**src/rtl/bvhs_pkg.sv**
```systemverilog
// Shared types and constants for the blood viscosity unit.
// No dependencies; other files but bvhs_chk.sv import this package.
package bvhs_pkg;

    localparam int LOG_STEPS = 24;
    localparam int DIV_STEPS = 30;
    localparam logic [31:0] LN2_Q32 = 32'hB172_17F8;

    typedef enum logic [2:0] {
        REG_A1  = 3'd0,
        REG_A2  = 3'd1,
        REG_A3  = 3'd2,
        REG_B1  = 3'd3,
        REG_B2  = 3'd4,
        REG_B3  = 3'd5,
        REG_K   = 3'd6,
        REG_NUP = 3'd7
    } t_reg;

    typedef struct packed {
        logic [15:0] hct;
        logic [4:0]  expo;
    } t_side;

    typedef struct packed {
        logic [31:0] a1;
        logic [31:0] a2;
        logic [31:0] a3;
        logic [31:0] b1;
        logic [31:0] b2;
        logic [31:0] b3;
        logic [30:0] nup;
    } t_coef;

endpackage

```
**src/rtl/bvhs_lnorm.sv**
```systemverilog
// Front end: forms u = 1 + k*g in Q32.32, finds its exponent and normalizes
// the mantissa to Q1.31 over three stages. Depends on bvhs_pkg.
module bvhs_lnorm (
    input  logic            i_clk,
    input  logic            i_rst_n,
    input  logic            i_en,
    input  logic            i_valid,
    input  logic [31:0]     i_k,
    input  logic [31:0]     i_g,
    input  logic [15:0]     i_hct,
    output logic            o_valid,
    output logic [31:0]     o_m,
    output bvhs_pkg::t_side o_side
);
    import bvhs_pkg::*;

    logic        r_v1, r_v2, r_v3;
    logic [63:0] r_u1, r_u2;
    logic [15:0] r_h1, r_h2;
    logic [4:0]  r_e2;
    logic [31:0] r_m3;
    t_side       r_side3;
    logic [63:0] w_prod, w_sh, n_u1;
    logic [4:0]  n_e2;

    always_comb begin
        w_prod = 64'(i_k) * 64'(i_g);
        n_u1   = {w_prod[63:32] + 32'd1, w_prod[31:0]};
    end

    always_comb begin
        n_e2 = '0;
        for (int i = 0; i < 32; i++) begin
            if (r_u1[32 + i]) begin
                n_e2 = 5'(i);
            end
        end
    end

    assign w_sh = r_u2 >> r_e2;

    always_ff @(posedge i_clk) begin
        if (!i_rst_n) begin
            r_v1 <= 1'b0;
            r_v2 <= 1'b0;
            r_v3 <= 1'b0;
        end else if (i_en) begin
            r_v1 <= i_valid;
            r_v2 <= r_v1;
            r_v3 <= r_v2;
        end
    end

    always_ff @(posedge i_clk) begin
        if (i_en) begin
            r_u1         <= n_u1;
            r_h1         <= i_hct;
            r_u2         <= r_u1;
            r_h2         <= r_h1;
            r_e2         <= n_e2;
            r_m3         <= w_sh[32:1];
            r_side3.hct  <= r_h2;
            r_side3.expo <= r_e2;
        end
    end

    assign o_valid = r_v3;
    assign o_m     = r_m3;
    assign o_side  = r_side3;

endmodule

```
**config.mk**
```make
export PLATFORM = sky130hd
export DESIGN_NAME = bvhs_lnorm
export DESIGN_NICKNAME = d
export VERILOG_FILES = /design/src/rtl/bvhs_pkg.sv /design/src/rtl/bvhs_lnorm.sv
export SDC_FILE = /design/constraint.sdc
export NUM_CORES = 2
export LEC_CHECK = 0
export BUFFER_PORTS_ARGS = -buffer_cell sky130_fd_sc_hd__buf_2
export CORE_MARGIN = 4
export CORE_UTILIZATION = 35
export DETAILED_ROUTE_END_ITERATION = 8
export PLACE_DENSITY_LB_ADDON = 0.3
export SLEW_MARGIN = 20
export SYNTH_ARGS = -nofsm -noshare
export SYNTH_HDL_FRONTEND = slang
export SYNTH_SLANG_ARGS = --single-unit
```
**constraint.sdc**
```tcl
create_clock -name i_clk -period 8.05 [get_ports i_clk]
set_input_delay 1.2075 -clock i_clk [delete_from_list [all_inputs] [get_ports i_clk]]
set_output_delay 1.2075 -clock i_clk [all_outputs]
set_load 0.03 [all_outputs]
```
==> impl_summary.md <==
GRT
The layer with the highest usage is met2. For this run, global-route usage on met1 was measured as 24.9%. For met2 alone, demand over resource in global routing was 29.6%.

The via count of the first global-routing pass came to 34600. Entering global routing, the biggest net connects 119 pins. For met3 alone, demand over resource in global routing was 1.92%.

After global routing the overflow that remains totals 0. For this run, the total global-route usage over all layers was measured as 17.6%. The initial antenna violation count is 7.

The first global-routing pass estimated 188000 um of wire.

Worst hold path
The worst hold path was traced through 0 stages. The type of the most critical hold path is flip-flop to flip-flop.

Route
The DRC marker count from the first detailed-route iteration is 1745. The first TritonRoute pass finished after 5 iterations. The detailed router placed 32000 vias in this run.

The total detailed-routing wirelength is 115000 um. For this run, design rule violations remaining after detail routing come to 0. After detailed routing, the average wire length per cell comes to 17.3 um. The detail route stage leaves a number of antenna-violating nets equal to 0. The vias per cell is 4.83.

Worst setup path
The slowest stage of the critical path belongs to the cell fa_1. The logic depth of the worst register-to-register path is 7. The largest stage delay on the critical path is 580 ps.

Of all nets on the critical path, the largest fanout is 7. The critical path required time is 8330 ps. The cell type group with the largest total delay on the critical path is adder cells.

The element type at the critical path end is a flip-flop. The count of cell instances traversed by the critical path is 30. By startpoint and endpoint, the worst setup path is classified as input port to flip-flop. The critical path buffer and inverter count is 9. Data arrives at the worst endpoint at 8740 ps. The most numerous cell type found on the critical path is fa_1.

STA classifies the critical path startpoint as an input port.

Synthesis
The flip-flop and latch count after synthesis is 219. The average footprint of a synthesized cell is 9.70 um2. Sequential elements use 14.8% of the synthesized area. The synthesized design contains 216 enable-type register cells. The number of library cell types mapped by synthesis is 83. Summed over its instances, the top area cell type makes up 40.7% of the synthesized netlist area. The synthesized instance count is 4545. In this run the cell area of the synthesized design comes to 44100 um2. The most used flip-flop cell after synthesis is edfxtp_1. Yosys printed 0 warnings. The post-synthesis net count is 5789.

For this run, asynchronously set or reset flops after synthesis account for 0%. The synthesized design spends more area on one cell type than any other, namely fa_1. Ranked by total cell area, the synthesized netlist is headed by fa_1 (41%), edfxtp_1 (15%), and2_1 (8.2%).

Layout
The area growth from synthesis to layout is 19.5%. The library cell used most frequently in the layout, excluding fill and tap cells, is inv_1. The net count reported at finish is 6205. The library cells used most frequently in the layout, excluding fill and tap cells, are inv_1 (881), fa_1 (861), nand2_1 (634).

Measured on the finished design, the core utilization comes to 42.4%. The fraction of layout cells with a size suffix above 1 is 19.9%.

STA
Measured against its own limit, the worst slew margin works out to 33.8%. The final number of hold-violating endpoints is 0. The worst setup margin is -410 ps. The final setup skew is 21.0 ps.

Of the available clock period, the critical path in the final layout requires 105%. The slew at the pin closest to its max-slew limit is 993 ps. Setup violations remaining at the end of the flow were counted as 21. The count of pins over their slew limit is 0. The shortest clock period the worst path allows after layout is 8460 ps.

The highest achievable clock rate is 118 MHz. Setup repair after global routing could not meet its margin everywhere.

Clocking
The count of hold-fix buffers inserted at cts is 0. The buffer levels on the longest clock path is 3. The TritonCTS sink count is 219. The total CTS buffers is 24.

After clock tree synthesis, the clock-pin slew on the worst setup and hold paths is 60 ps. CTS placed an instance of clkbuf_16 at the clock tree root. For the worst-skew pair, the clock arrives at the later sink with an insertion delay of 530 ps. In this run the number of H-tree levels came out at 1. TritonCTS built the clock tree.

Placement
The weighted congestion reported at the end of routability-driven placement is 0.862. The HPWL after detailed placement is 97000 um. In this run the tool buffered the top-level ports with 137 buffer cells.

Die
The number of rows created at floorplan is 129. For this configuration, the core starts out at a cell density of 35.4%. The die span in y is 363 um. The horizontal extent of the die is 363 um.

The region available for standard cell placement spans 124000 um2. The overall die area is 132000 um2. 138 I/O pins were placed.

Flow run
The number of max-capacitance violations reported is 0.

Status
The run finished, with violations left. The final reports fail on setup timing.
[worst paths after layout]
kind | slack, ps | endpoint | start
max reg2reg | 4680 | o_m[2] | r_e2[0]
min reg2reg | 410 | r_h2[2] | r_h1[2]
max | -410 | r_u1[58] | i_k[24]
min | 410 | r_h2[2] | r_h1[2]
[worst reg2reg max path, delay by kind of cell, from the launching register on]
kind                   cells  cell delay (ps)
buffers and inverters      3             1780
muxes                      1              480
AOI/OAI and AO/OA          2              400
DFF                        1              320
and+or+nand+nor            1              100
[state kept, by name, summed over array words and instances (netlist names)]
| name | count |
|---|---|
| o_m | 32 |
| o_side | 21 |
| o_valid | 1 |
| r_e2 | 5 |
| r_h1 | 16 |
| r_h2 | 16 |
| r_u1 | 63 |
| r_u2 | 63 |
| r_v1 | 1 |
| r_v2 | 1 |
[metal layers]
metal,vias up,part of all wire (%)
met3,116,4.4
met4,2,1.9
li1,14700,-
met5,-,0.011
met2,680,48
met1,16500,46
[cell usage after synthesis, drive strengths merged (4+ instances only)]
library cell / n
buf: 23
a31oi: 11
and4: 4
o211ai: 30
clkbuf: 239
or2: 4
a21oi: 104
o2111ai: 4
edfxtp: 216
nand2: 651
mux4: 34
a221oi: 4
nand4: 26
nor2: 105
nand3: 24
a21o: 25
o31ai: 7
nor4: 16
nor3: 30
a211o: 5
inv: 894
and2: 576
fa: 896
ha: 264
mux2i: 57
and3: 6
o21a: 12
a211oi: 17
xnor2: 60
xor2: 26
o21bai: 13
o21ai: 92
nor2b: 13
mux2: 13
[stage by stage]
step	instances	setup slack (ps)	cell area, um2	hold slack, ps	setup TNS [ps]
3_5_place_dp	6518	-1460	49700	405	-32270
5_1_grt	6617	-638	52700	423	-10080
2_1_floorplan	4545	-420	44400	400	-5200
3_3_place_gp	6518	-1280	49700	401	-30000
4_1_cts	6600	-358	52000	415	-3630
6_report	6619	-410	52700	415	-5010
[kinds of logic after synthesis]
kind of cell / synth area share [%]
simple gates: 16.8
buf+inv: 9.96
flops: 14.8
fa+ha+maj: 48.2
xor+xnor: 1.77
mux: 3.36
compound gates: 5.11
[final cells by class]
type	count	area, um2
antenna	4	10.0
multi-input combinational	3169	34500
inverter	895	3360
tap	1637	2050
clock inverter	16	104
timing repair buffer	652	5510
clock buffer	27	612
fill	12100	71700
sequential	219	6550
[repair_timing]
item                                    CTS  global route
endpoints found under the setup margin   27            27
resized for setup                       283           141
setup buffers                            39            14
cloned                                    1             2
pin swaps                                99            90
Power is not shown: default switching activity piles up to over one toggle a cycle in this logic, so the estimate is an artifact.
