File: src/rtl/bvhs_pkg.sv
// Shared types and constants for the blood viscosity unit.
// No dependencies; other files but bvhs_chk.sv import this package.
package bvhs_pkg;

    localparam int LOG_STEPS = 24;
    localparam int DIV_STEPS = 30;
    localparam logic [31:0] LN2_Q32 = 32'hB172_17F8;

    typedef enum logic [2:0] {
        REG_A1  = 3'd0,
        REG_A2  = 3'd1,
        REG_A3  = 3'd2,
        REG_B1  = 3'd3,
        REG_B2  = 3'd4,
        REG_B3  = 3'd5,
        REG_K   = 3'd6,
        REG_NUP = 3'd7
    } t_reg;

    typedef struct packed {
        logic [15:0] hct;
        logic [4:0]  expo;
    } t_side;

    typedef struct packed {
        logic [31:0] a1;
        logic [31:0] a2;
        logic [31:0] a3;
        logic [31:0] b1;
        logic [31:0] b2;
        logic [31:0] b3;
        logic [30:0] nup;
    } t_coef;

endpackage

File: src/rtl/bvhs_div.sv
// Pipelined restoring divider, one quotient bit per stage, computing
// (num << 32) / m for the shear factor. Depends on bvhs_pkg.
module bvhs_div (
    input  logic            i_clk,
    input  logic            i_rst_n,
    input  logic            i_en,
    input  logic            i_valid,
    input  logic [28:0]     i_num,
    input  logic [31:0]     i_m,
    input  bvhs_pkg::t_side i_side,
    output logic            o_valid,
    output logic [29:0]     o_q,
    output bvhs_pkg::t_side o_side
);
    import bvhs_pkg::*;

    logic        r_v    [DIV_STEPS];
    logic [31:0] r_rem  [DIV_STEPS];
    logic [31:0] r_dvs  [DIV_STEPS];
    logic [29:0] r_q    [DIV_STEPS];
    t_side       r_side [DIV_STEPS];
    logic        w_vsrc [DIV_STEPS];
    logic [31:0] w_rsrc [DIV_STEPS];
    logic [31:0] w_dsrc [DIV_STEPS];
    logic [29:0] w_qsrc [DIV_STEPS];
    t_side       w_ssrc [DIV_STEPS];
    logic [32:0] w_rs   [DIV_STEPS];
    logic        w_ge   [DIV_STEPS];
    logic [31:0] n_rem  [DIV_STEPS];

    always_comb begin
        w_vsrc[0] = i_valid;
        w_rsrc[0] = {1'b0, i_num, 2'b00};
        w_dsrc[0] = i_m;
        w_qsrc[0] = '0;
        w_ssrc[0] = i_side;
        for (int s = 1; s < DIV_STEPS; s++) begin
            w_vsrc[s] = r_v[s - 1];
            w_rsrc[s] = r_rem[s - 1];
            w_dsrc[s] = r_dvs[s - 1];
            w_qsrc[s] = r_q[s - 1];
            w_ssrc[s] = r_side[s - 1];
        end
        for (int s = 0; s < DIV_STEPS; s++) begin
            w_rs[s] = {w_rsrc[s], 1'b0};
            w_ge[s] = w_rs[s] >= {1'b0, w_dsrc[s]};
            if (w_ge[s]) begin
                n_rem[s] = 32'(w_rs[s] - {1'b0, w_dsrc[s]});
            end else begin
                n_rem[s] = w_rs[s][31:0];
            end
        end
    end

    always_ff @(posedge i_clk) begin
        if (!i_rst_n) begin
            for (int s = 0; s < DIV_STEPS; s++) begin
                r_v[s] <= 1'b0;
            end
        end else if (i_en) begin
            for (int s = 0; s < DIV_STEPS; s++) begin
                r_v[s] <= w_vsrc[s];
            end
        end
    end

    always_ff @(posedge i_clk) begin
        if (i_en) begin
            for (int s = 0; s < DIV_STEPS; s++) begin
                r_rem[s]  <= n_rem[s];
                r_dvs[s]  <= w_dsrc[s];
                r_q[s]    <= {w_qsrc[s][28:0], w_ge[s]};
                r_side[s] <= w_ssrc[s];
            end
        end
    end

    assign o_valid = r_v[DIV_STEPS - 1];
    assign o_q     = r_q[DIV_STEPS - 1];
    assign o_side  = r_side[DIV_STEPS - 1];

endmodule

File: config.mk
export PLATFORM = sky130hd
export DESIGN_NAME = bvhs_div
export DESIGN_NICKNAME = d
export VERILOG_FILES = /design/src/rtl/bvhs_pkg.sv /design/src/rtl/bvhs_div.sv
export SDC_FILE = /design/constraint.sdc
export NUM_CORES = 2
export LEC_CHECK = 0
export BUFFER_PORTS_ARGS = -buffer_cell sky130_fd_sc_hd__clkbuf_2
export CAP_MARGIN = 15
export CORE_MARGIN = 3
export CORE_UTILIZATION = 50
export DETAILED_ROUTE_END_ITERATION = 16
export GPL_ROUTABILITY_DRIVEN = 1
export PLACE_DENSITY_LB_ADDON = 0.08
export REMOVE_ABC_BUFFERS = 1
export SLEW_MARGIN = 25
export SYNTH_ARGS = -nofsm -noshare
export SYNTH_HDL_FRONTEND = slang
export SYNTH_SLANG_ARGS = --single-unit
File: constraint.sdc
create_clock -name i_clk -period 5.2 [get_ports i_clk]
set_input_delay 0.52 -clock i_clk [delete_from_list [all_inputs] [get_ports i_clk]]
set_output_delay 0.52 -clock i_clk [all_outputs]
set_load 0.03 [all_outputs]
==> impl.org <==
** Placement
- Including well taps, the total number of placed cells is about 16000.
- During placement, the flow inserted port buffers numbering between 100 and 150.
- At the placement stage, the worst setup path has a slack of about 0.76 ns.
- At the end of routability-driven placement, the weighted congestion stood at 0.9185.
- The HPWL after detailed placement is about 250 mm.

** STA
- Max-slew headroom :: a little under a third
- Derived from the worst setup path, the maximum achievable clock frequency is approximately 220 MHz.
- For the pin with the worst max-slew slack, the measured transition is around 1 ns.
- Pins over their slew limit :: 0
- Final critical-path setup slack :: between 0.6 and 0.7 ns
- The final number of hold-violating endpoints is 0.
- Portion of the clock cycle consumed by the worst path in the final layout :: between 80% and 90%
- After layout, the minimum clock period comes to between 4 and 5 ns.
- Unrepaired setup endpoints after global routing :: false
- For the final database, setup skew stands at between 0.06 and 0.07 ns.
- Number of setup violations in the final report :: 0

** Layout
- Final Non-Filler Cells :: ~17000
- Layout cell share with drive strength beyond 1 :: about 8.6%
- Layout area overhead :: 11.53%
- In the final design database the tool counted 13580 nets.

** Clocking
- The longest clock path from root to sink contains 4 buffers.
- After clock tree synthesis, the clock-pin slew on the worst setup and hold paths is approximately 0.060 ns.
- H-tree levels :: 5
- The clock net in this run drives a total of just under 3000 sinks.
- Number of gates given a new drive strength after cts :: 0
- The tree is rooted in a sky130_fd_sc_hd__clkbuf_16.
- After clock tree synthesis, the setup repair step added 0 buffers.
- Post-CTS Hold Buffers :: just over 80
- The later pin in the worst-skew pair is clocked with a latency of 0.92 ns.
- TritonCTS clock tree :: built
- In this run, CTS created clock tree buffers numbering about 330.

** Global route
- The number of global-route vias before repair came to around 90000.
- Entering global routing, the biggest net connects approximately 170 pins.
- First-pass GRT wire length :: 533.3 mm
- The number of antenna violations at the first check in global routing is 13.
- Congestion Overflow GR :: 0
- Global-route usage over all layers :: a little over a fifth

** Route
- Summing over every cut layer, the via total after detailed routing is around 94000.
- After detailed routing, the number of remaining DRC violations is 0.
- DRC marker count from the first detailed-route iteration :: a little over 8000
- Router iterations before antenna repair :: 10
- In this run the remaining antenna-violating nets after routing total 0.
- Aggregate routed wire length :: between 300 and 400 mm
- Routed WL per cell :: around 20 um
- After detailed routing, the number of vias per cell comes to approximately 5.6.

** Pwr
- VDD IR max :: roughly 0.00032 V
- Overall power consumption after layout is estimated at about 100 mW.
- Summed over all cells, the static leakage comes to 66.90 nW.
- In this run the power density over the cells is 623.3 nW/um2.

** Floorplan
- Floorplan row count :: 200
- The initial utilization of the core area, before any placement, comes to between 50% and 60%.
- From left edge to right edge, the die measures ~550 um.
- The die is roughly 550 um tall.
- Die area :: 306300 um2
- In this run the count of I/O pins placed on the die edge is around 140.
- The core region is 297500 um2.

** Synth
- A synthesized cell averages around 12 um2.
- Yosys printed 0 warnings.
- The cell area that synthesis handed to floorplanning was approximately 150000 um2.
- Top FF cell, synth :: sky130_fd_sc_hd__edfxtp_1
- Cell accounting for the most synthesized area :: sky130_fd_sc_hd__edfxtp_1
- Area share of the largest cell type after synthesis :: between 50% and 60%
- Number of flip-flops and latches in the synthesized netlist :: 2981
- Most instantiated cells after synthesis :: 2980 x sky130_fd_sc_hd__edfxtp_1, 1173 x sky130_fd_sc_hd__inv_1, 1066 x sky130_fd_sc_hd__a21oi_1, 957 x sky130_fd_sc_hd__ha_1, 779 x sky130_fd_sc_hd__nor2_1
- For this run, the register share of the synthesized area comes to 59.73%.
- Syn Inst Count :: between 10000 and 15000
- EDFF count, synth :: ~3000
- Count leader, synth :: sky130_fd_sc_hd__edfxtp_1
- Synth unique cells :: about 110
- Ranked by total cell area, the synthesized netlist is headed by sky130_fd_sc_hd__edfxtp_1 60%, sky130_fd_sc_hd__ha_1 8.0%, sky130_fd_sc_hd__a21oi_1 3.6%.
- After synthesis, the share of flip-flops with an asynchronous set or reset is 0%.

** Setup path
- Crit-path slowest cell :: sky130_fd_sc_hd__edfxtp_1
- In this run the worst path has a maximum fanout of slightly above 40.
- The worst register-to-register path has a setup slack of roughly 0.7 ns.
- Timing startpoint of the critical path :: r_dvs[0][321]
- End point of the critical path :: r_rem[0][370]
- The worst setup path is launched from a register.
- In this design, the stage delay of the slowest critical-path cell is 0.52 ns.
- The startpoint identified for the worst register-to-register timing path is r_dvs[0][321].
- Worst setup path class :: register to register
- Measured in cells, the most critical reg-to-reg path has a length of 13.
- The worst setup path is captured at a register.
- For the worst setup path, the data required time is between 5 and 6 ns.
- CP Data Arrival Time :: 5.13 ns
- Cell breakdown of the critical path :: inv_1, ha_1, nor2b_1, nor2_1, o22ai_1, o41ai_2, o211ai_1, a31oi_1, o21ai_1, a311oi_1, o31a_1, buf_12, mux2_2
- In this run the critical register-to-register path is captured at r_rem[0][370].

** Run
- The tool flagged a number of max-cap violations equal to 0.

** Hold path
- Worst Hold Class :: input port to register

** Run status
- Result of the run :: finished clean
cell type report:
cell class / count / area [um2]
Clock inverter: 204 / 2565
Timing Repair Buffer: 332 / 2770
Clock buffer: 391 / 8423
Tap cell: 3939 / 4928
Inverter: 1173 / 4403
Fill cell: 24420 / 130400
Antenna cell: 5 / 12.51
Multi-Input combinational cell: 7689 / 54520
Sequential cell: 2981 / 89510
through the flow:
stage / util, % / area [um2] / hold slack, ns / TNS, ns
floorplan: - / 148300 / 0.4003 / -19.33
global placement: 52.20 / 155300 / 0.4001 / 0
detailed placement: 52.20 / 155300 / 0.4045 / 0
CTS: 56.17 / 167100 / 0.003477 / 0
global route: 56.17 / 167100 / 0.05705 / 0
finish: 56.17 / 167100 / 0.1041 / 0
registers in the layout (all words and copies together) (netlist names):
register and cells:
r_dvs 928, r_q 465, r_rem 928, r_v 30, r_side 630
kinds of logic after synthesis:
kind of cell / count (synthesis) / share of synthesized area (%)
muxes: 306 / 2.416
adders and majority gates: 985 / 8.365
xor gates and xnor gates: 786 / 4.594
and+or+nand+nor: 2526 / 8.000
DFF: 2981 / 59.73
AOI/OAI and AO/OA: 3086 / 12.93
buffers and inverters: 1501 / 3.969
metal layers:
layer	track usage [%]	vias to the layer above	wire (um)
met3	2.362	506	15270
met4	5.208	0	7923
met1	32.92	45690	166300
met2	34.26	2223	153700
li1	-	45460	-
met5	0	-	0
worst min path at each step:
stage | start | endpoint | slack [ns] | depth (start not counted)
2_1_floorplan | r_q[0][90] | r_q[0][121] | 0.40 | 0
3_3_place_gp | r_side[0][176] | r_side[0][197] | 0.40 | 0
3_5_place_dp | r_q[0][122] | r_q[0][153] | 0.40 | 0
4_1_cts | i_valid | r_v[0][0] | 0.003 | 2
5_1_grt | i_valid | r_v[0][0] | 0.06 | 2
6_report | i_valid | r_v[0][0] | 0.10 | 2
layout by cell type, fill, tap and decap left out, drive strengths merged, types with 37 or more instances in the layout:
| cell | count |
|---|---|
| a211oi | 75 |
| a21o | 503 |
| a21oi | 1070 |
| a31oi | 88 |
| and2 | 63 |
| and3 | 98 |
| buf | 114 |
| bufinv | 37 |
| clkbuf | 527 |
| clkinv | 143 |
| dlygate4sd3 | 82 |
| edfxtp | 2980 |
| ha | 957 |
| inv | 1180 |
| mux2 | 289 |
| nand2 | 696 |
| nand2b | 146 |
| nand3 | 161 |
| nand4 | 150 |
| nor2 | 779 |
| nor2b | 152 |
| nor3 | 102 |
| nor4 | 40 |
| o211ai | 38 |
| o21a | 106 |
| o21ai | 686 |
| o21bai | 114 |
| o31ai | 52 |
| xnor2 | 460 |
| xor2 | 326 |
critical path, delay by kind of cell, from the launching register on:
| family | cells | cell delay [ns] |
|---|---|---|
| muxes | 1 | 0.36 |
| buffers and inverters | 2 | 0.36 |
| AOI/OAI and AO/OA | 7 | 2.38 |
| and+or+nand+nor | 2 | 0.26 |
| adders and majority gates | 1 | 0.31 |
| DFF | 1 | 0.52 |
where the power goes:
group / total (mW) / switching (mW) / internal (mW)
Clock: 23.3 / 9.71 / 13.6
Sequential: 37.7 / 3.46 / 34.2
Combinational: 43.2 / 24.6 / 18.6
Total: 104 / 37.7 / 66.4
Note: power is estimated with default switching activity, not from simulation.
