<file path="src/rtl/bvhs_pkg.sv">
// Shared types and constants for the blood viscosity unit.
// No dependencies; other files but bvhs_chk.sv import this package.
package bvhs_pkg;

    localparam int LOG_STEPS = 24;
    localparam int DIV_STEPS = 30;
    localparam logic [31:0] LN2_Q32 = 32'hB172_17F8;

    typedef enum logic [2:0] {
        REG_A1  = 3'd0,
        REG_A2  = 3'd1,
        REG_A3  = 3'd2,
        REG_B1  = 3'd3,
        REG_B2  = 3'd4,
        REG_B3  = 3'd5,
        REG_K   = 3'd6,
        REG_NUP = 3'd7
    } t_reg;

    typedef struct packed {
        logic [15:0] hct;
        logic [4:0]  expo;
    } t_side;

    typedef struct packed {
        logic [31:0] a1;
        logic [31:0] a2;
        logic [31:0] a3;
        logic [31:0] b1;
        logic [31:0] b2;
        logic [31:0] b3;
        logic [30:0] nup;
    } t_coef;

endpackage

</file>
<file path="src/rtl/bvhs_outq.sv">
// Two-entry output queue that decouples the receiver's ready from the
// pipeline advance. Depends on bvhs_pkg only by convention of the unit.
module bvhs_outq (
    input  logic        i_clk,
    input  logic        i_rst_n,
    input  logic        i_valid,
    input  logic [31:0] i_viscosity,
    input  logic        i_saturated,
    input  logic        i_ready,
    output logic        o_en,
    output logic        o_valid,
    output logic [31:0] o_viscosity,
    output logic        o_saturated
);
    import bvhs_pkg::*;

    logic [1:0]  r_cnt;
    logic        r_wp, r_rp;
    logic [32:0] r_mem [2];
    logic        w_push, w_pop;

    assign o_en    = (r_cnt != 2'd2);
    assign o_valid = (r_cnt != 2'd0);
    assign w_push  = i_valid && o_en;
    assign w_pop   = o_valid && i_ready;
    assign {o_saturated, o_viscosity} = r_mem[r_rp];

    always_ff @(posedge i_clk) begin
        if (!i_rst_n) begin
            r_cnt <= '0;
            r_wp  <= 1'b0;
            r_rp  <= 1'b0;
        end else begin
            if (w_push) begin
                r_wp <= ~r_wp;
            end
            if (w_pop) begin
                r_rp <= ~r_rp;
            end
            if (w_push && !w_pop) begin
                r_cnt <= r_cnt + 2'd1;
            end else if (w_pop && !w_push) begin
                r_cnt <= r_cnt - 2'd1;
            end
        end
    end

    always_ff @(posedge i_clk) begin
        if (w_push) begin
            r_mem[r_wp] <= {i_saturated, i_viscosity};
        end
    end

endmodule

</file>
<file path="config.mk">
export PLATFORM = sky130hd
export DESIGN_NAME = bvhs_outq
export DESIGN_NICKNAME = d
export VERILOG_FILES = /design/src/rtl/bvhs_pkg.sv /design/src/rtl/bvhs_outq.sv
export SDC_FILE = /design/constraint.sdc
export NUM_CORES = 1
export LEC_CHECK = 0
export BUFFER_PORTS_ARGS = -buffer_cell sky130_fd_sc_hd__buf_2
export CORE_ASPECT_RATIO = 1.5
export CORE_MARGIN = 2
export CORE_UTILIZATION = 50
export CTS_BUF_LIST = sky130_fd_sc_hd__clkbuf_4 sky130_fd_sc_hd__clkbuf_8
export CTS_CLUSTER_DIAMETER = 150
export DETAILED_ROUTE_END_ITERATION = 8
export PLACE_DENSITY = 0.83
export SLEW_MARGIN = 20
export SYNTH_ARGS = -nofsm -noshare
export SYNTH_HDL_FRONTEND = slang
export SYNTH_SLANG_ARGS = --single-unit
</file>
<file path="constraint.sdc">
create_clock -name i_clk -period 2.5 [get_ports i_clk]
set_input_delay 0.25 -clock i_clk [delete_from_list [all_inputs] [get_ports i_clk]]
set_output_delay 0.25 -clock i_clk [all_outputs]
set_load 0.05 [all_outputs]
</file>
==> results.cfg, run 1 <==
[run_status]
status = finished clean

[sta]
min_period_over_period_pct = 70.64
finalSetupViolCount = 0
final.setup.worst_slack_ns = 0.7341
fin_skew_ns = 0.005227
maxSlewViolCount = 0
max_slew.worst_pin.slew_ns = 0.4434
final-hold-violation-count = 0
fin_setup_tns_ns = 0
rsz0062_at_grt = no
fin_crit_ns = 1.766
fmax_mhz = 566.3
slew_headroom_pct = 70.44

[drt]
avgRoutedWirePerCell_um = 14.68
met1_length_um = 1509
topRoutingLayerUsed = met4
route.met3.wl_um = 222
vias = 1376
drtPass1Iterations = 4
viasPerCell = 4.879
drc = 0
dr_wl_met2_um = 2291
wl_um = 4139
drtIter0Drc = 17
drtAntennaViolNets = 0

[grt]
grt_pass1_wl_um = 6368
antenna_found_initial = 0
grt_max_degree = 34
grt_overflow = 0
grt_pass1_vias = 1417
grt.total_usage_pct = 15.06

[worst_setup_path]
path_class = flip-flop to output pin
end_kind = output pin
cp.arrival_ns = 1.52
cp_max_fo = 20
cp-start-kind = flip-flop
cp_data_required_time_ns = 2.25

[floorplan]
num_rows = 32
die_area_um2 = 5839
start_util_pct = 51.45
fp.dieH_um = 92.60
core_area_um2 = 5085
die_x_um = 63.06
io_pins = 72

[yosys]
avgSynthCellArea_um2 = 20.60
syn_nets = 165
synth_edf_count = 66
yosysWarnings = 0
yosys.area.top_type = edfxtp_1
yosysMostFrequentCell = edfxtp_1
async_flop_share_pct = 0
synthTopCellsByArea = edfxtp_1, mux2_2, dfxtp_1
synth-seq-cells = 71
synth_common_cells = edfxtp_1, mux2_2, dfxtp_1
ys_types = 19
netlist_area_um2 = 2616
synth_flop_cell = edfxtp_1
synthCells = 127
synth.top_cell.area_share_pct = 75.75
ys_seq_area_share_pct = 79.58

[worst_hold_path]
hold_class = primary input to flip-flop

[placed_design]
dp_hpwl_um = 2730
pre_cts_ws_ns = 0.9381
gp_congestion = 0.7122
numPortBuffers = 71
dp_cells = 266

[final_layout]
final_util_pct = 65.03
drive_above_1_share_pct = 58.88
fillers = 391
area_delta_synth_final_pct = 26.40
fin_nets = 247
antenna_cells = 0
final_cells = 282

[cts]
cts.clk_slew.worst_paths_ns = 0.07
cts_max_level = 3
cts_sinks = 71
post-cts-setup-buffers = 0
cts_tree = built
hold_buffers = 0
numCtsBuffers = 9
insertion_delay_ns = 0.33
cts-root-buf = clkbuf_8
clockBufferDepth = 2
ctsResizeCount = 0

[power_and_ir_drop]
p_leak_uw = 0.001264
power_density_nw_per_um2 = 1206
vdd_ir_drop_max_v = 0.0008230
power_uw = 3987

[job]
drv_cap = 0
critical path, stage by stage, from the launching register on:
cell     delay, ns
dfxtp_1       0.32
buf_4         0.27
mux2_2        0.38
buf_2         0.21
sequential cells by signal, indices dropped and copies added (netlist names), named ones only:
| register | cells |
|---|---|
| r_cnt | 2 |
| r_mem | 66 |
| r_rp | 1 |
| r_wp | 1 |
cells by family (layout without fill, tap and decap cells):
family | Yosys count | in the layout | synth area share [%]
adder cells (fa/ha/maj) | 1 | 1 | 0.4782
flip-flops | 71 | 71 | 79.58
multiplexers | 33 | 33 | 14.20
AND/OR/NAND/NOR | 9 | 9 | 2.487
XOR/XNOR | 3 | 3 | 1.004
AO/OA/AOI/OAI | 5 | 5 | 1.339
buffers and inverters | 5 | 92 | 0.9085
power breakdown:
part / internal (µW) / leakage (µW) / total, µW / switching [µW]
combinational: 410 / 0.000484 / 1380 / 972
sequential: 1490 / 0.000658 / 1540 / 50.6
clock: 694 / 0.000122 / 1070 / 374
total: 2590 / 0.00126 / 3990 / 1400
per-layer routing:
layer | vias to the layer above | GRT usage, %
met1 | 669 | 14.72
met4 | 0 | 11.11
met2 | 41 | 26.95
met3 | 12 | 3.767
met5 | - | 0
li1 | 654 | -
per-stage QoR:
step / instance area, µm² / hold slack [ns]
2_1_floorplan: 2616 / 0.3489
3_3_place_gp: 3067 / 0.4390
3_5_place_dp: 3067 / 0.4428
4_1_cts: 3307 / 0.08606
5_1_grt: 3307 / 0.08767
6_report: 3307 / 0.1053
cell usage in the layout (no fill, tap or decap), drive strengths merged:
cell type and instances:
clkinv 1, mux2 33, nand2b 1, ha 1
xnor2 2, bufinv 3, a21boi 2, or3 1
o21ai 2, edfxtp 66, and3 1, buf 75
or2 1, a21bo 1, inv 1, clkbuf 12
xor2 1, and2 4, dfxtp 5, nand3b 1
final timing paths:
path	from	end	slack (ns)	cells past startpoint
max	flip-flop	o_viscosity[24]	0.73	3
min	i_viscosity[14]	r_mem[1][14]	0.11	1
max reg2reg	r_cnt[0]	r_cnt[1]	0.92	5
min reg2reg	r_cnt[1]	r_cnt[1]	0.56	2
final cells by class:
| cell class | count | area [µm²] | area share (%) |
|---|---|---|---|
| Inverter | 1 | 3.754 | 0.1135 |
| Clock buffer | 12 | 146.4 | 4.427 |
| Timing Repair Buffer | 75 | 385.4 | 11.65 |
| Multi-Input combinational cell | 51 | 510.5 | 15.44 |
| Sequential cell | 71 | 2082 | 62.96 |
| Clock inverter | 4 | 93.84 | 2.838 |
| Tap cell | 68 | 85.08 | 2.573 |
Power figures use the tool's default switching activity.
==> run 2: changes to the inputs <==
- clock period: 2.5 -> 1.75 ns (I/O delays scaled with it)
==> run 2 against run 1 <==
  * Count of clock-buffer cells in the layout stayed put
  * Sequential share of layout area is 0.14 points lower
  * Via count is 0.22% lower
  * Die area stayed put
  * Critical path depth stayed put
  * Setup slack worse by 0.64 ns
==> results.cfg, run 2 (same netlist as run 1, synthesis figures left out) <==
[final_layout]
area_delta_synth_final_pct = 26.69
final_util_pct = 65.18
multiInputGateArea_um2 = 511.7
fillers = 371
layout_common_cells = buf_2, edfxtp_1, mux2_2
drive_above_1_share_pct = 59.81
largest_reg_flops = 66
regMostFlops = r_mem
fin_nets = 247
seqCellArea_um2 = 2082
layout_commonest_cell = buf_2
top_regs = r_mem: 66 flops, r_cnt: 2 flops
antenna_cells = 0

[grt]
grt.total_usage_pct = 15.54
antenna_found_initial = 0
grt_pass1_wl_um = 6513
grt_overflow = 0
grt_pass1_vias = 1431
grt_max_degree = 34

[cts]
cts-root-buf = clkbuf_8
cts.clk_slew.worst_paths_ns = 0.07
cts_tree = built
ctsResizeCount = 0
numCtsBuffers = 9
cts_max_level = 3
insertion_delay_ns = 0.33
hold_buffers = 0
clockBufferDepth = 2
cts_sinks = 71
post-cts-setup-buffers = 0

[sta]
slew_headroom_pct = 78.74
min_period_over_period_pct = 94.78
final-hold-violation-count = 0
final.setup.worst_slack_ns = 0.09131
max_slew.worst_pin.slew_ns = 0.3182
fin_skew_ns = 0.005688
rsz0062_at_grt = no
fin_crit_ns = 1.659
fin_setup_tns_ns = 0
maxSlewViolCount = 0
finalSetupViolCount = 0
fmax_mhz = 602.9
fin_hold_ws_ns = 0.02787

[worst_setup_path]
crit_path_top_delay_cell = mux2_2
path_cells = buf_12, mux2_2, buf_2
cp.buffers_inverters = 2
cp.arrival_ns = 1.48
cp-start-kind = flip-flop
cp_data_required_time_ns = 1.57
cp_max_fo = 33
end_kind = output pin
max_stage_delay_ns = 0.36
cpLargestDelayFamily = buffers and inverters
path_class = flip-flop to output pin

[drt]
drtPass1Iterations = 4
vias = 1373
wl_um = 4177
drtAntennaViolNets = 0
drtIter0Drc = 36
drc = 0
avgRoutedWirePerCell_um = 14.81
viasPerCell = 4.869

[power_and_ir_drop]
seq_power_share_pct = 40.3
p_leak_uw = 0.001246
p_sw_share_pct = 36.64
power.internal_uw = 3465
power_frac_comb_pct = 37.3
vdd_ir_drop_max_v = 0.001103
power.switching_uw = 2004
power_density_nw_per_um2 = 1650
clockPowerShare_pct = 22.4

[floorplan]
die_area_um2 = 5839
fp.dieH_um = 92.60
io_pins = 72
num_rows = 32
core_area_um2 = 5085
start_util_pct = 51.45
die_x_um = 63.06

[run_status]
status = finished clean

[placed_design]
dp_hpwl_um = 2897
numPortBuffers = 71
pre_cts_ws_ns = 0.1789
gp_congestion = 0.6973

[job]
drv_cap = 0

[worst_hold_path]
hold_class = primary input to flip-flop
## run 2: worst paths after layout
check             cells past startpoint               to  slack [ns]       startpoint
setup / recovery                      3  o_viscosity[15]        0.09        flip-flop
hold / removal                        1     r_mem[1][23]        0.03  i_viscosity[23]
setup reg to reg                      5         r_cnt[1]        0.17         r_cnt[0]
hold reg to reg                       2         r_cnt[1]        0.55         r_cnt[1]
## run 2: worst reg2reg max path: stages (launching register included)
cell	delay [ns]
dfxtp_1	0.36
nand2b_4	0.18
and2_1	0.16
ha_1	0.33
or3_1	0.36
a21boi_1	0.13
## run 2: cell type report
type | count | share of cell area (%)
Clock buffer | 12 | 4.417
Timing Repair Buffer | 75 | 13.14
Multi-Input combinational cell | 51 | 15.44
Inverter | 1 | 0.2265
Sequential cell | 71 | 62.82
Tap cell | 68 | 2.567
Clock inverter | 4 | 1.397
## run 2: layer usage
metal  routed length [µm]  part of all wire, %  vias to the layer above  track usage [%]
met2                 2325                   56                       48            27.04
li1                     -                    -                      660                -
met1                 1492                   36                      656            14.88
met4                   88                  2.1                        0            12.22
met3                  271                  6.5                        9            4.860
met5                    0                    0                        -                0
## run 2: power by group through the flow
| stage | clock network [µW] | logic, µW | registers, µW |
|---|---|---|---|
| finish | 1230 | 2040 | 2200 |
| global route | 1330 | 2150 | 2220 |
| CTS | 1280 | 2070 | 2200 |
| detailed placement | 0 | 2060 | 2240 |
| global placement | 0 | 2040 | 2220 |
| floorplan | 0 | 1600 | 2220 |
## run 2: stage by stage
| step | cell area (µm²) | std cells | power, µW |
|---|---|---|---|
| floorplan | 2621 | 127 | 3811 |
| global placement | 3122 | 266 | 4259 |
| detailed placement | 3122 | 266 | 4300 |
| CTS | 3314 | 282 | 5547 |
| global route | 3314 | 282 | 5698 |
| finish | 3314 | 282 | 5469 |
==> run 3: changes to the inputs <==
- CTS_BUF_LIST: sky130_fd_sc_hd__clkbuf_4 sky130_fd_sc_hd__clkbuf_8 -> sky130_fd_sc_hd__clkbuf_8
- RECOVER_POWER: not set -> 100
==> run 3 against run 2 <==
  * Fmax decreased by 1.8%
  * Setup slack got worse by 0.030 ns
  * Clock skew is essentially flat
  * Count of clock-buffer cells in the layout shrank 3
  * Worst hold slack better by 0.0018 ns
  * Die area stayed put
  * Power shrank 1.8%
  * Critical path depth unchanged
  * Register-to-register slack got worse by 0.02 ns
  * Critical path type unchanged
  * Largest cell class unchanged
==> results.cfg, run 3 (same netlist as run 1, synthesis figures left out) <==
[run_status]
status = finished clean

[final_layout]
top_regs = r_mem: 66 flops, r_cnt: 2 flops
area_delta_synth_final_pct = 24.63
regMostFlops = r_mem
layout_common_cells = edfxtp_1, buf_2, mux2_2
drive_above_1_share_pct = 51.87
fin_nets = 247
antenna_cells = 0
layout_commonest_cell = edfxtp_1
design_area_um2 = 3261
largest_reg_flops = 66

[cts]
numCtsBuffers = 9
cts.clk_slew.worst_paths_ns = 0.07
insertion_delay_ns = 0.33
cts_sinks = 71
cts_max_level = 3
post-cts-setup-buffers = 0
clockBufferDepth = 2
cts-root-buf = clkbuf_8
cts_tree = built
hold_buffers = 0
ctsResizeCount = 0

[worst_setup_path]
path_class = flip-flop to output pin
reg2regPathDepth = 5
r2r_setup_slack_ns = 0.15
cp-start-kind = flip-flop
cp_max_fo = 33
r2r-start = r_cnt[0]
cp_data_required_time_ns = 1.57
end_kind = output pin
cp.arrival_ns = 1.51
rr_endpoint = r_cnt[1]

[worst_hold_path]
holdPathEnd = r_mem[1][1]
hold_class = primary input to flip-flop
hold_depth = 1
min_from = i_viscosity[1]

[grt]
gr-usage-met3_pct = 5.954
grt_max_degree = 34
antenna_found_initial = 0
grt_pass1_wl_um = 6610
grt_use_met1_pct = 15.38
grt_overflow = 0
use_met2_pct = 27.30
grt_pass1_vias = 1436
grt-busiest-layer = met2
grt.total_usage_pct = 15.78

[drt]
drc = 0
drtPass1Iterations = 4
drtIter0Drc = 26
wl_um = 4234
viasPerCell = 4.830
avgRoutedWirePerCell_um = 15.01
drtAntennaViolNets = 0
vias = 1362

[power_and_ir_drop]
p_leak_uw = 0.001205
power_uw = 5369
power_density_nw_per_um2 = 1647
vdd_ir_drop_max_v = 0.001070

[placed_design]
dp_hpwl_um = 2897
numPortBuffers = 71
gp_congestion = 0.6973
placed_area_um2 = 3122

[sta]
fin_skew_ns = 0.005481
slew_headroom_pct = 60.74
min_period_over_period_pct = 96.50
rsz0062_at_grt = no
fmax_mhz = 592.2
fin_setup_tns_ns = 0
finalSetupViolCount = 0
max_slew.worst_pin.slew_ns = 0.5914
final-hold-violation-count = 0
maxSlewViolCount = 0
fin_crit_ns = 1.689

[floorplan]
start_util_pct = 51.45
die_area_um2 = 5839
fp.dieH_um = 92.60
num_rows = 32
die_x_um = 63.06
io_pins = 72
core_area_um2 = 5085

[job]
drv_cap = 0
## run 3: cell types whose count changed in the layout (fill, tap and decap cells not counted), moves of 2 or more
cell / delta
clkbuf_1: +14
inv_1: +3
buf_12: -2
clkbuf_2: +20
and2_1: -2
buf_2: -34
and2_0: +2
## run 3: final cells by class
type | count | area [µm²]
Clock buffer | 9 | 123.9
Clock inverter | 7 | 57.56
Fill cell | 380 | 1824
Inverter | 1 | 7.507
Multi-Input combinational cell | 51 | 511.7
Sequential cell | 71 | 2082
Tap cell | 68 | 85.08
Timing Repair Buffer | 75 | 392.9
## run 3: how the worst max path moves through the flow
stage | start | cells after the start | slack, ns | endpoint
global placement | r_cnt[0] | 5 | 0.24 | r_cnt[1]
CTS | flip-flop | 3 | 0.06 | o_viscosity[20]
floorplan | r_cnt[0] | 3 | 0.15 | r_mem[0][0]
detailed placement | r_cnt[0] | 5 | 0.18 | r_cnt[1]
global route | flip-flop | 3 | 0.02 | o_saturated
finish | flip-flop | 3 | 0.06 | o_saturated
## run 3: power by group
part / internal, µW / switching (µW)
clock: 635 / 532
sequential: 2130 / 76.2
combinational: 601 / 1400
## run 3: stage by stage
stage          util, %  cells  hold slack, ns  setup WS, ns
2_1_floorplan        -    127          0.2739        0.1482
5_1_grt          64.12    282        0.008417       0.01940
3_3_place_gp     61.39    266          0.3638        0.2436
4_1_cts          64.96    282        0.009162       0.05750
3_5_place_dp     61.39    266          0.3667        0.1789
6_report         64.12    282         0.02966       0.06124
## run 3: metal layers
layer  routed length [µm]  vias up
li1                     -      657
met1                 1515      651
met2                 2336       47
met3                  308        7
met4                   74        0
met5                    0        -
## run 3: critical path, stage by stage (launching register included)
cell and delay (ns):
dfxtp_1 0.35, buf_12 0.22, mux2_2 0.36, clkbuf_2 0.24
